### config.mk
export PLATFORM = sky130hd
export DESIGN_NAME = file_type_signature_classifier_top
export DESIGN_NICKNAME = d
export VERILOG_FILES = /design/src/sv/ftsc_pkg.sv /design/src/sv/file_type_signature_classifier_top.sv /design/src/sv/ftsc_classify.sv
export SDC_FILE = /design/constraint.sdc
export NUM_CORES = 1
export LEC_CHECK = 0
export BUFFER_PORTS_ARGS = -buffer_cell sky130_fd_sc_hd__buf_2
export CORE_UTILIZATION = 43
export DETAILED_ROUTE_END_ITERATION = 16
export GPL_ROUTABILITY_DRIVEN = 1
export GPL_TIMING_DRIVEN = 0
export PLACE_DENSITY = 0.62
export SLEW_MARGIN = 20
export SYNTH_ARGS = -nofsm -noshare
export SYNTH_HDL_FRONTEND = slang
export SYNTH_SLANG_ARGS = --single-unit
### constraint.sdc
create_clock -name clk -period 11.85 [get_ports clk]
set_clock_uncertainty 0.05 [all_clocks]
set_input_delay 0.5925 -clock clk [delete_from_list [all_inputs] [get_ports clk]]
set_output_delay 0.5925 -clock clk [all_outputs]
set_load 0.1 [all_outputs]
### src/sv/ftsc_pkg.sv
// ----------------------------------------------------------------------------
// ftsc_pkg
// Types and constants shared by the file type signature classifier.
// ----------------------------------------------------------------------------
package ftsc_pkg;

	localparam int HDR_LEN        = 12;
	localparam int FILL_W         = 4;
	localparam int CNT_W          = 14;
	localparam int MARKER_COUNT   = 6;
	localparam int MARKER_MAX_LEN = 55;

	typedef enum logic [4:0] {
		TC_JPEG  = 5'd0,
		TC_PNG   = 5'd1,
		TC_BMP   = 5'd2,
		TC_TIFF  = 5'd3,
		TC_WEBP  = 5'd4,
		TC_WAV   = 5'd5,
		TC_PDF   = 5'd6,
		TC_HEIC  = 5'd7,
		TC_AVIF  = 5'd8,
		TC_MP4   = 5'd9,
		TC_GIF   = 5'd10,
		TC_ICON  = 5'd11,
		TC_GZIP  = 5'd12,
		TC_7Z    = 5'd13,
		TC_RAR   = 5'd14,
		TC_DOCX  = 5'd15,
		TC_XLSX  = 5'd16,
		TC_PPTX  = 5'd17,
		TC_ODT   = 5'd18,
		TC_ODS   = 5'd19,
		TC_ODP   = 5'd20,
		TC_ZIP   = 5'd21,
		TC_TEXT  = 5'd22,
		TC_OCTET = 5'd23
	} type_code_t;

	typedef struct packed {
		logic [0:HDR_LEN-1][7:0]  hdr;
		logic [FILL_W-1:0]        fill;
		logic [MARKER_COUNT-1:0]  seen;
		logic                     nul;
		logic [CNT_W-1:0]         odd;
		logic [CNT_W-1:0]         len;
	} file_summary_t;

	localparam int MARKER_LEN [MARKER_COUNT] = '{17, 15, 20, 47, 54, 55};

	localparam logic [8*MARKER_MAX_LEN-1:0] MARKER_TEXT [MARKER_COUNT] = '{
		"word/document.xml",
		"xl/workbook.xml",
		"ppt/presentation.xml",
		"mimetypeapplication/vnd.oasis.opendocument.text",
		"mimetypeapplication/vnd.oasis.opendocument.spreadsheet",
		"mimetypeapplication/vnd.oasis.opendocument.presentation"
	};

endpackage

### src/sv/file_type_signature_classifier_top.sv
// ----------------------------------------------------------------------------
// file_type_signature_classifier_top
// Streams a file one byte per item and reports its type on the final byte.
// ----------------------------------------------------------------------------
// Input channel (in_valid / in_stall): data_byte with last_byte marking the
// final byte of a file. Files hold at least one byte and follow each other
// with no gap.
// Output channel (out_valid / out_stall): one type_code per file.
// An accepted byte lands in the input register; as it advances, a non-final
// byte updates the header store, the marker window and the text counters,
// while for a final byte the type code is written to the result register,
// which drives out_valid, and the file state is cleared.
// Throughput is one byte per cycle, set by the combinational window comparators
// and header compare chain; files end-to-end run at full rate unless the output stalls.
// A stall on the output holds the result; non-final bytes keep flowing and
// only a second final byte waits until the result is taken.
// Reset clears all file state, both valid flags and the marker window; after
// each final byte the state returns to its reset value for the next file.
// ----------------------------------------------------------------------------
module file_type_signature_classifier_top import ftsc_pkg::*; #(
	parameter int SAMPLE_LIMIT = 8192,
	parameter int WINDOW_BYTES = 55
) (
	input  logic       clk,
	input  logic       arst_n,
	input  logic       in_valid,
	output logic       in_stall,
	input  logic [7:0] data_byte,
	input  logic       last_byte,
	output logic       out_valid,
	input  logic       out_stall,
	output logic [4:0] type_code
);

	localparam logic [CNT_W-1:0] SAMPLE_MAX = CNT_W'(SAMPLE_LIMIT);

	logic                    valid_s1;
	logic [7:0]              byte_s1;
	logic                    last_s1;
	logic                    adv;
	logic                    in_acc;

	logic [0:HDR_LEN-1][7:0] hdr_q;
	logic [FILL_W-1:0]       fill_q;
	logic [7:0]              win_q [0:WINDOW_BYTES-2];
	logic [MARKER_COUNT-1:0] seen_q;
	logic [CNT_W-1:0]        len_q;
	logic [CNT_W-1:0]        odd_q;
	logic                    nul_q;

	logic [7:0]              view [0:WINDOW_BYTES-1];
	logic [MARKER_COUNT-1:0] hit;
	logic                    odd_byte;
	file_summary_t           nxt;
	type_code_t              code;
	logic                    out_valid_q;
	type_code_t              code_q;

	// input register and flow control
	assign adv      = valid_s1 && (!last_s1 || !out_valid_q || !out_stall);
	assign in_stall = valid_s1 && !adv;
	assign in_acc   = in_valid && !in_stall;

	always_ff @(posedge clk or negedge arst_n) begin
		if (!arst_n) begin
			valid_s1 <= 1'b0;
		end else if (in_acc) begin
			valid_s1 <= 1'b1;
		end else if (adv) begin
			valid_s1 <= 1'b0;
		end
	end

	always_ff @(posedge clk) begin
		if (in_acc) begin
			byte_s1 <= data_byte;
			last_s1 <= last_byte;
		end
	end

	// marker comparators over the window plus the incoming byte
	always_comb begin
		for (int k = 0; k < WINDOW_BYTES - 1; k++) begin
			view[k] = win_q[k];
		end
		view[WINDOW_BYTES-1] = byte_s1;
	end

	for (genvar m = 0; m < MARKER_COUNT; m++) begin : g_marker
		logic [MARKER_MAX_LEN-1:0] byte_ok;
		for (genvar i = 0; i < MARKER_MAX_LEN; i++) begin : g_char
			if (i < MARKER_LEN[m]) begin : g_cmp
				assign byte_ok[i] = view[WINDOW_BYTES-MARKER_LEN[m]+i] ==
					MARKER_TEXT[m][8*(MARKER_LEN[m]-1-i) +: 8];
			end else begin : g_pad
				assign byte_ok[i] = 1'b1;
			end
		end
		assign hit[m] = &byte_ok;
	end

	assign odd_byte = !(byte_s1 == 8'h09 || byte_s1 == 8'h0A || byte_s1 == 8'h0D ||
		(byte_s1 >= 8'h20 && byte_s1 < 8'h7F) || byte_s1 >= 8'h80);

	// state including the current byte
	always_comb begin
		nxt.hdr  = hdr_q;
		nxt.fill = fill_q;
		if (fill_q < FILL_W'(HDR_LEN)) begin
			nxt.hdr[fill_q] = byte_s1;
			nxt.fill        = fill_q + FILL_W'(1);
		end
		nxt.seen = seen_q | hit;
		nxt.len  = len_q;
		nxt.odd  = odd_q;
		nxt.nul  = nul_q;
		if (len_q < SAMPLE_MAX) begin
			nxt.len = len_q + CNT_W'(1);
			nxt.odd = odd_q + CNT_W'(odd_byte);
			nxt.nul = nul_q | (byte_s1 == 8'h00);
		end
	end

	ftsc_classify u_classify (
		.summary (nxt),
		.code    (code)
	);

	// advance file state; drop it after the final byte
	always_ff @(posedge clk or negedge arst_n) begin
		if (!arst_n) begin
			hdr_q  <= '0;
			fill_q <= '0;
			seen_q <= '0;
			len_q  <= '0;
			odd_q  <= '0;
			nul_q  <= 1'b0;
			for (int k = 0; k < WINDOW_BYTES - 1; k++) begin
				win_q[k] <= '0;
			end
		end else if (adv) begin
			if (last_s1) begin
				hdr_q  <= '0;
				fill_q <= '0;
				seen_q <= '0;
				len_q  <= '0;
				odd_q  <= '0;
				nul_q  <= 1'b0;
				for (int k = 0; k < WINDOW_BYTES - 1; k++) begin
					win_q[k] <= '0;
				end
			end else begin
				hdr_q  <= nxt.hdr;
				fill_q <= nxt.fill;
				seen_q <= nxt.seen;
				len_q  <= nxt.len;
				odd_q  <= nxt.odd;
				nul_q  <= nxt.nul;
				for (int k = 0; k < WINDOW_BYTES - 2; k++) begin
					win_q[k] <= win_q[k+1];
				end
				win_q[WINDOW_BYTES-2] <= byte_s1;
			end
		end
	end

	// result register
	always_ff @(posedge clk or negedge arst_n) begin
		if (!arst_n) begin
			out_valid_q <= 1'b0;
		end else if (adv && last_s1) begin
			out_valid_q <= 1'b1;
		end else if (!out_stall) begin
			out_valid_q <= 1'b0;
		end
	end

	always_ff @(posedge clk) begin
		if (adv && last_s1) begin
			code_q <= code;
		end
	end

	assign out_valid = out_valid_q;
	assign type_code = 5'(code_q);

	a_fill_bound: assert property (@(posedge clk) disable iff (!arst_n)
		fill_q <= FILL_W'(HDR_LEN))
		else $error("header fill beyond header length");

	a_odd_within_sample: assert property (@(posedge clk) disable iff (!arst_n)
		odd_q <= len_q && len_q <= SAMPLE_MAX)
		else $error("text counters inconsistent");

	a_clear_after_last: assert property (@(posedge clk) disable iff (!arst_n)
		adv && last_s1 |=> fill_q == '0 && seen_q == '0 && len_q == '0 && !nul_q)
		else $error("file state not cleared after final item");

	a_result_source: assert property (@(posedge clk) disable iff (!arst_n)
		$rose(out_valid_q) |-> $past(adv && last_s1))
		else $error("result without a final item");

	a_no_result_loss: assert property (@(posedge clk) disable iff (!arst_n)
		out_valid_q && out_stall |-> !(adv && last_s1))
		else $error("pending result overwritten");

endmodule

### src/sv/ftsc_classify.sv
// ----------------------------------------------------------------------------
// ftsc_classify
// Priority chain of header signatures, ZIP content markers and text ratio.
// ----------------------------------------------------------------------------
module ftsc_classify import ftsc_pkg::*; (
	input  file_summary_t summary,
	output type_code_t    code
);

	logic [0:HDR_LEN-1][7:0] h;
	logic [FILL_W-1:0]       fill;
	logic [31:0]             head4;
	logic [31:0]             tag4;
	logic [31:0]             brand;
	logic [20:0]             odd_x100;
	logic                    is_text;

	assign h     = summary.hdr;
	assign fill  = summary.fill;
	assign head4 = {h[0], h[1], h[2], h[3]};
	assign tag4  = {h[4], h[5], h[6], h[7]};
	assign brand = {h[8], h[9], h[10], h[11]};

	assign odd_x100 = {7'd0, summary.odd} * 21'd100;
	assign is_text  = !summary.nul && (odd_x100 < {7'd0, summary.len});

	always_comb begin
		code = TC_OCTET;
		if (fill >= 4'd3 && h[0] == 8'hFF && h[1] == 8'hD8 && h[2] == 8'hFF) begin
			code = TC_JPEG;
		end else if (fill >= 4'd8 && head4 == 32'h89504E47 &&
				{h[4], h[5], h[6], h[7]} == 32'h0D0A1A0A) begin
			code = TC_PNG;
		end else if (fill >= 4'd2 && h[0] == 8'h42 && h[1] == 8'h4D) begin
			code = TC_BMP;
		end else if (fill >= 4'd4 && (head4 == 32'h49492A00 || head4 == 32'h4D4D002A)) begin
			code = TC_TIFF;
		end else if (fill == 4'd12 && head4 == "RIFF" && brand == "WEBP") begin
			code = TC_WEBP;
		end else if (fill == 4'd12 && head4 == "RIFF" && brand == "WAVE") begin
			code = TC_WAV;
		end else if (fill >= 4'd5 && head4 == "%PDF" && h[4] == 8'h2D) begin
			code = TC_PDF;
		end else if (fill == 4'd12 && tag4 == "ftyp") begin
			if (brand == "heic" || brand == "heix" || brand == "heim" ||
					brand == "heis" || brand == "hevc" || brand == "hevx" ||
					brand == "hevm" || brand == "hevs" || brand == "mif1" ||
					brand == "msf1") begin
				code = TC_HEIC;
			end else if (brand == "avif" || brand == "avis") begin
				code = TC_AVIF;
			end else begin
				code = TC_MP4;
			end
		end else if (fill >= 4'd4 && head4 == 32'h47494638) begin
			code = TC_GIF;
		end else if (fill >= 4'd4 && head4 == 32'h00000100) begin
			code = TC_ICON;
		end else if (fill >= 4'd2 && h[0] == 8'h1F && h[1] == 8'h8B) begin
			code = TC_GZIP;
		end else if (fill >= 4'd6 && head4 == 32'h377ABCAF &&
				h[4] == 8'h27 && h[5] == 8'h1C) begin
			code = TC_7Z;
		end else if (fill >= 4'd6 && head4 == 32'h52617221 &&
				h[4] == 8'h1A && h[5] == 8'h07) begin
			code = TC_RAR;
		end else if (fill >= 4'd4 && head4 == 32'h504B0304) begin
			if (summary.seen[0]) begin
				code = TC_DOCX;
			end else if (summary.seen[1]) begin
				code = TC_XLSX;
			end else if (summary.seen[2]) begin
				code = TC_PPTX;
			end else if (summary.seen[3]) begin
				code = TC_ODT;
			end else if (summary.seen[4]) begin
				code = TC_ODS;
			end else if (summary.seen[5]) begin
				code = TC_ODP;
			end else begin
				code = TC_ZIP;
			end
		end else if (is_text) begin
			code = TC_TEXT;
		end
	end

endmodule

After elaboration in Yosys (flattened, before gate mapping). Index checks and enable logic that the tools add are counted. W data, S select, Z words.

Flip-flop bits (word level): 583. Bits in latches: 0. RAM bits: 0. Memory bits (read-only): 0. Output and inout port bits: 7. Logic and storage cells: 432. Memories: 0.

Add/sub/neg operators: 3. $mul: 1. Divide/modulo/power cells: 0. Magnitude comparators: 14. Equal/unequal tests: 227. Shifts and indexed selects: 0. Multiplexer cells: 38. Bitwise logic cells: 3. Reduce and logical (&&, ||, !) cells: 67.

Operators by type and width (number): $eq A8 B7 Y1 const B (171); $eq A32 B31 Y1 const B (21); $mux W432 (1); $eq A8 B6 Y1 const B (17); $mux W100 (1); $bwmux W96 (1); $mux W96 (1); $mux W5 (13); $eq A32 B30 Y1 const B (2); $reduce_and A55 Y1 (1); $reduce_and A54 Y1 (1); $reduce_and A47 Y1 (1); $demux W8 S4 (1); $eq A32 B28 Y1 const B (1); $eq A32 B32 Y1 const B (1); $eq A32 B9 Y1 const B (1); $eq A8 B8 Y1 const B (4); $logic_and A1 B1 Y1 (32); $mux W29 (1); $mux W14 (2); $eq A8 B4 Y1 const B (3); $eq A8 B5 Y1 const B (3); $lt A21 B14 Y1 (1); $reduce_and A20 Y1 (1); other kinds (35) (71).

Logic depth before layout (Yosys ltp). Gate-level depths: netlist (run 1).

Depth in word-level cells: 25. Depth in mapped cells: 32.

Hierarchy. Synthesis (run 1) repeated with hierarchy kept, for this count alone.

Cell total of the unflattened synthesis: 3327. Area, all modules: 31397.6 um^2.

By module, submodules not included: file_type_signature_classifier_top (instances 1, cells an instance 2841, area an instance 27916.8 um^2, sequential area each 14659.1 um^2); ftsc_classify (instances 1, cells an instance 486, area an instance 3480.8 um^2, sequential area each 0.0 um^2).

Least setup slack after synthesis (run 1). No wires, ideal clock.

Kind: register to register. Start: register byte_s1[1]. End: register code_q[0], in the netlist type_code[0], data pin. Setup time: 260 ps. Arrival: 5996 ps. Required time: 11540 ps. Slack: 5544 ps. Cell stages (with the launch flop): 33. Path buffers: 6. Cell sequence: edfxtp_1 clkbuf_1 clkbuf_1 clkbuf_1 buf_1 a21oi_1 o21ai_0 a21oi_1 ha_1 ha_1 nor2b_1 nand3_1 nor2_1 and3_1 clkbuf_1 and3_1 nand3_1 xor2_1 inv_1 ha_1 ha_1 ha_1 ha_1 clkbuf_1 nand3_1 nor2_1 nand4b_1 a21o_1 a211o_1 nor4_1 o211ai_1 o2111ai_1 nand2_1.

Cells in the longest elaborated chain, start to end: 25. Elaborated cells on any way between the ends: 128. Classes of those cells: add/sub: 1; mul: 1; order compare: 4; eq/ne: 44; mux: 25; bitwise: 2; reduce/logical: 51.

RTL lines: from (decl) (line file_type_signature_classifier_top.sv:38) `logic [7:0] byte_s1;`; from (signal assigned) (line file_type_signature_classifier_top.sv:76) `byte_s1 <= data_byte;`; parallel branches: the longest is 25 deep, another holds $lt A21 B14 Y1; to (signal assigned) (line file_type_signature_classifier_top.sv:180) `code_q <= code;`; to (decl) (line file_type_signature_classifier_top.sv:57) `type_code_t code_q;`.

Several ways; the timed one is not identified. A chain may end at the register's enable or synchronous reset.

Worst setup path after layout (run 1). Ends and elaborated chain as after synthesis.

==> results of run 1 <==
==> power groups by stage <==
stage          logic (mW)  clock network, mW  registers, mW
2_1_floorplan       0.523                  0           2.24
3_5_place_dp        0.829                  0           2.29
5_1_grt             0.919               2.21           2.28
4_1_cts             0.834               2.14           2.25
3_3_place_gp        0.818                  0           2.29
6_report            0.850               2.10           2.26
==> worst min-delay path by stage <==
stage	from	end	slack, ns	cells past startpoint
after CTS	last_byte	last_s1$_DFFE_PP_	0.07	1
after global placement	view[435]$_DFFE_PN0P_	view[435]$_DFFE_PN0P_	0.40	2
after detailed placement	view[434]$_DFFE_PN0P_	view[434]$_DFFE_PN0P_	0.40	2
after global routing	last_byte	last_s1$_DFFE_PP_	0.09	1
final	last_byte	last_s1$_DFFE_PP_	0.10	1
after floorplan	arst_n	fill_q[0]$_DFFE_PN0P_	0.25	0
==> cells in the mapped netlist, drive strengths merged, types with 14 or more instances <==
library cell,n
nor4,51
a21oi,35
nor3,56
mux2i,55
nand3b,465
o21ai,153
nor4bb,54
buf,44
nand4b,32
nand2,1077
nor4b,40
a22oi,74
and3,15
nand3,51
ha,65
nand4,81
mux2,14
and4b,19
dfrtp,569
nand2b,24
edfxtp,14
nor2b,24
or4,19
nor3b,16
or3,15
xor2,16
clkbuf,197
xnor2,17
nor2,102
inv,57
==> sequential cells by signal, summed over array words and instances (netlist names), 4 cells and up <==
signal     flops
view         432
hdr_q         96
len_q         14
odd_q         14
byte_s1        8
seen_q         6
type_code      5
fill_q         4
==> cells by family (layout without fill, tap and decap cells) <==
logic type / Yosys count / after routing
other: 0 / 1
xor gates and xnor gates: 33 / 33
adders and majority gates: 74 / 74
DFF: 583 / 583
buffers and inverters: 298 / 444
and+or+nand+nor: 2203 / 2203
muxes: 69 / 69
AOI/OAI and AO/OA: 374 / 374
==> worst max-delay path: cells and delay by family, from the launching register on <==
kind / cells / cell delay, ns
buf+inv: 7 / 2.92
fa+ha+maj: 6 / 1.62
flops: 1 / 0.33
compound gates: 7 / 1.70
simple gates: 11 / 1.85
xor+xnor: 1 / 0.35
==> cell type report <==
class,instances,area [µm²]
fillers,7065,37500
multi-input cells,2753,16400
flip-flops and latches,583,14700
clock buffers,102,1970
well taps,959,1200
plain buffers,241,935
repair buffers,27,308
clock inverters,17,231
inverters,57,214
diodes,1,2.50
==> layer usage <==
| layer | GRT usage (%) | up-vias | wire length (µm) |
|---|---|---|---|
| li1 | - | 13000 | - |
| met1 | 40.8 | 14000 | 49500 |
| met2 | 49.8 | 1158 | 54100 |
| met3 | 5.66 | 402 | 7890 |
| met4 | 19.7 | 0 | 8560 |
| met5 | 0 | - | 0 |
==> per-stage QoR <==
stage                     cells  power (mW)  setup TNS [ns]
final                      4740        5.21               0
after global routing       4739        5.40               0
after CTS                  4739        5.23               0
after detailed placement   4619        3.12               0
after global placement     4612        3.10        -1260.61
after floorplan            3634        2.77               0
==> timing repair <==
item | CTS | global route
hold endpoints to repair | 49 | 0
hold buffers | 1 | 0
setup buffers | 0 | 0
==> flow_metrics.tcl, run 1 <==
set metrics [dict create \
    status "complete, no violations" \
    finalHoldViolations 0 \
    synth-compound-area-share_pct 7.49 \
    startpoint_type "flop" \
    synthAdderAreaFrac_pct 3.09 \
    yosys_warnings 0 \
    ff2ff_setup_slack_ns 2.75 \
    cts_htree_levels 3 \
    crit_path_end_kind "flop" \
    final.setup.worst_slack_ns 2.75 \
    final.period_utilization_pct 76.8 \
    overflow 0 \
    yosys-mux-area-fraction_pct 2.22 \
    routed_wl_mm 120 \
    synth_edf_count 14 \
    pwr-share-seq_pct 43.4 \
    hp-class "in2reg" \
    power.internal_mw 3.63 \
    netlist_area_um2 32200 \
    grt_pass1_vias 27400 \
    synth-simple-area-share_pct 37.2 \
    synthXorXnorAreaFrac_pct 0.898 \
    design_area_um2 35900 \
    final_nets 3817 \
    first_pass_iters 6 \
    critPathCapture "type_code[0]$_SDFFCE_PP0P_" \
    min_period_ns 9.10 \
    grt_pass1_wl_mm 180 \
    setup-violations-final 0 \
    place_hpwl_mm 89.3 \
    slowest_delay_ns 0.83 \
    coreArea_um2 73500 \
    drv_cap 0 \
    grt_start_max_net_pins 99 \
    clkPwrFrac_pct 40.3 \
    io_pins 20 \
    groute.usage.overall_pct 31.8 \
    synthCells 3634 \
    synth_area_leaders "dfrtp_1 (44%), nand2_1 (13%), nand3b_1 (11%)" \
    drt_iter0_drc 2977 \
    power.density_nw_per_um2 145 \
    num_vias 28500 \
    synthFlopType "dfrtp_1" \
    synth_top_family_by_area "simple AND/OR/NAND/NOR gates" \
    syn2layout_area_growth_pct 11.7 \
    r2r-end "type_code[0]$_SDFFCE_PP0P_" \
    timing.rr.start "byte_s1[1]$_DFFE_PP_" \
    path_class "reg2reg" \
    synth_seq_cells 583 \
    power_leakage_nw 16.8 \
    netSwitchingFraction_pct 30.4 \
    post_drt_via_cell_ratio 6.02 \
    drc_errors 0 \
    syn-num-nets 3721 \
    relSlewSlack_pct 15.8 \
    grt_antenna_before_repair 2 \
    worst_pin_slew_ns 1.26 \
    synth.largest_area_cell "dfrtp_1" \
    post_cts_resized 0 \
    crit_start "byte_s1[1]$_DFFE_PP_" \
    yosys.area.top_type_share_pct 44.3 \
    pwr-share-comb_pct 16.3 \
    clk_pin_slew_ns 0.06 \
    finalMaxSlewViolations 0 \
    drive_gt1_share_pct 4.92 \
    initial_core_util_pct 43.8 \
    rows 99 \
    whs_ns 0.104 \
    cts.sinks 583 \
    cts_buffers 67 \
    synth-seq-area-share_pct 45.6 \
    cp.arrival_ns 9.38 \
    most-common-layout-cells "nand2_1 (1076), dfrtp_1 (569), nand3b_1 (463)" \
    r2r_cells 32 \
    synth.distinct_cells 85 \
    avgSynthCellArea_um2 8.85 \
    clock_latency_ns 0.63 \
    pre_cts_slack_ns 3.00 \
    cpMaxStageDelayCell "buf_1" \
    vdd_drop_max_mv 0.0944 \
    post-route-util_pct 48.9 \
    root_buffer "clkbuf_16" \
    crit_top_cell "ha_1" \
    clock_path_buffers 3 \
    grt_setup_unrepaired "no" \
    place_area_um2 33700 \
    io_buffer_count 19 \
    final_common_cell "nand2_1" \
    worstPathRequired_ns 12.13 \
    antenna_left 0 \
    cts_tree "yes" \
    power.switching_mw 1.58 \
    wl_per_cell_um 25.3 \
    die-area_um2 75900 \
    async_flop_share_pct 97.6 \
    gp_congestion 1.06 \
    die-width_um 276 \
    crit_fanout 10 \
    fmax_mhz 110 \
    die_y_um 276 \
]
Note: power is estimated with default switching activity, not from simulation.
==> run 2: changes to the inputs <==
--- a/config.mk
+++ b/config.mk
@@ -10,7 +10,7 @@
 export DETAILED_ROUTE_END_ITERATION = 16
 export GPL_ROUTABILITY_DRIVEN = 1
 export GPL_TIMING_DRIVEN = 0
-export PLACE_DENSITY = 0.62
+export PLACE_DENSITY = 0.64
 export SLEW_MARGIN = 20
 export SYNTH_ARGS = -nofsm -noshare
 export SYNTH_HDL_FRONTEND = slang
==> constraint.sdc (replaced) <==
create_clock -name clk -period 8 [get_ports clk]
set_clock_uncertainty 0.05 [all_clocks]
set_input_delay 0.4 -clock clk [delete_from_list [all_inputs] [get_ports clk]]
set_output_delay 0.4 -clock clk [all_outputs]
set_load 0.1 [all_outputs]
==> run 2 against run 1 <==
  * Power up 51%
  * Clock-buffer cell count down 12
  * Clock power up 56%
  * Flip-flop and latch count unchanged
  * Worst hold slack better by 0.18 ns
  * Via count down 0.16%
  * Sequential power up 48%
  * Non-clock buffer count up 8
  * Wire length down 0.63%
  * Combinational power up 48%
  * Critical path type unchanged
  * Critical endpoint unchanged
  * Largest cell class unchanged
==> flow_metrics.tcl, run 2 (synthesized netlist as in run 1, its figures left out) <==
set metrics [dict create \
    status "complete, no violations" \
    power_leakage_nw 16.9 \
    die_y_um 276 \
    io_pins 20 \
    setup-violations-final 0 \
    cts_tree "yes" \
    pre_cts_slack_ns -0.761 \
    cts.sinks 583 \
    first_pass_iters 6 \
    min_period_ns 7.61 \
    die-width_um 276 \
    syn2layout_area_growth_pct 12.4 \
    whs_ns 0.288 \
    groute.usage.overall_pct 31.7 \
    fill_cells 6963 \
    overflow 0 \
    final_common_cell "nand2_1" \
    io_buffer_count 19 \
    relSlewSlack_pct 10.9 \
    worst_pin_slew_ns 1.32 \
    antenna_left 0 \
    clk_pin_slew_ns 0.06 \
    path_class "reg2reg" \
    crit_path_end_kind "flop" \
    grt_antenna_before_repair 5 \
    final.period_utilization_pct 95.2 \
    cts_htree_levels 3 \
    power.density_nw_per_um2 218 \
    grt_pass1_wl_mm 179 \
    finalHoldViolations 0 \
    fmax_mhz 131 \
    setup_tns_ns 0 \
    post_drt_via_cell_ratio 5.99 \
    clock_path_buffers 3 \
    cp.arrival_ns 7.92 \
    cts_buffers 68 \
    drt_iter0_drc 2763 \
    vdd_drop_max_mv 0.192 \
    crit_fanout 10 \
    coreArea_um2 73500 \
    grt_setup_unrepaired "no" \
    drive_gt1_share_pct 5.36 \
    routed_wl_mm 119 \
    finalMaxSlewViolations 0 \
    wl_per_cell_um 25.1 \
    place_area_um2 33700 \
    drv_cap 0 \
    grt_pass1_vias 27400 \
    post-route-util_pct 49.2 \
    die-area_um2 75900 \
    final.setup.worst_slack_ns 0.386 \
    startpoint_type "flop" \
    initial_core_util_pct 43.8 \
    num_vias 28500 \
    clock_latency_ns 0.65 \
    place_hpwl_mm 89.5 \
    final_nets 3826 \
    grt_start_max_net_pins 97 \
    most-common-layout-cells "nand2_1 (1076), dfrtp_1 (569), nand3b_1 (463)" \
    hp-class "in2async" \
    root_buffer "clkbuf_16" \
    rows 99 \
    worstPathRequired_ns 8.30 \
    gp_congestion 1.03 \
    design_area_um2 36200 \
    largest_reg_flops 432 \
    drc_errors 0 \
]
run 2: stage by stage:
step	total power, mW	instances
6_report	7.87	4750
2_1_floorplan	4.10	3634
3_3_place_gp	4.60	4612
3_5_place_dp	4.61	4619
4_1_cts	7.88	4751
5_1_grt	8.15	4749
run 2: final cells by class:
type | instances | area [µm²] | share of cell area, %
antenna | 1 | 2.50 | 0.00692
buffer | 237 | 932 | 2.58
clock buffer | 90 | 1900 | 5.27
clock inverter | 31 | 427 | 1.18
inverter | 57 | 214 | 0.592
multi-input combinational | 2753 | 16400 | 45.4
sequential | 583 | 14700 | 40.5
tap | 959 | 1200 | 3.32
timing repair buffer | 39 | 408 | 1.13
run 2: timing repair:
action                                  4_1_cts  5_1_grt
endpoints found under the hold margin        84        0
endpoints found under the setup margin        1        1
gates resized for setup                      12        9
hold buffers                                 12        0
buffers inserted                              0        1
run 2: final timing paths:
| check | start | to | slack, ns | depth (start not counted) |
|---|---|---|---|---|
| worst min register to register | view[435]$_DFFE_PN0P_ | view[435]$_DFFE_PN0P_ | 0.41 | 2 |
| worst max register to register | byte_s1[0]$_DFFE_PP_ | type_code[0]$_SDFFCE_PP0P_ | 0.39 | 27 |
| worst min-delay path | arst_n | len_q[11]$_DFFE_PN0P_ | 0.29 | 2 |
| worst max-delay path | byte_s1[0]$_DFFE_PP_ | type_code[0]$_SDFFCE_PP0P_ | 0.39 | 27 |
| max in group asynchronous | arst_n | view[232]$_DFFE_PN0P_ | 5.95 | 5 |
| min in group clk | view[435]$_DFFE_PN0P_ | view[435]$_DFFE_PN0P_ | 0.41 | 2 |
run 2: metal layers:
layer	track usage (%)	vias to the layer above	wire [µm]
met3	5.25	371	7420
met2	50.1	1117	54000
met1	40.8	14000	49700
li1	-	13000	-
met5	0	-	36
met4	19.1	4	8110
run 2: critical path, cell delays in order (launching register included):
cell       delay, ns
edfxtp_1        0.52
clkbuf_2        0.31
nor2_1          0.82
a21oi_1         0.14
o21ai_0         0.32
a21oi_1         0.19
ha_1            0.26
ha_1            0.17
nor2b_1         0.15
xor2_1          0.37
ha_1            0.32
ha_1            0.28
inv_1           0.05
fa_1            0.52
inv_1           0.04
ha_1            0.33
o21ai_0         0.23
o21ai_0         0.16
a31o_2          0.29
xor2_1          0.15
ha_1            0.31
a221oi_1        0.26
o2111a_1        0.22
o31ai_1         0.07
nor4_1          0.35
o211ai_1        0.22
o2111ai_1       0.12
nand2_1         0.10
run 2: power breakdown:
group          internal, mW  switching (mW)
registers              3.12           0.225
clock network          1.90            1.37
logic                 0.416           0.839
total                  5.44            2.43
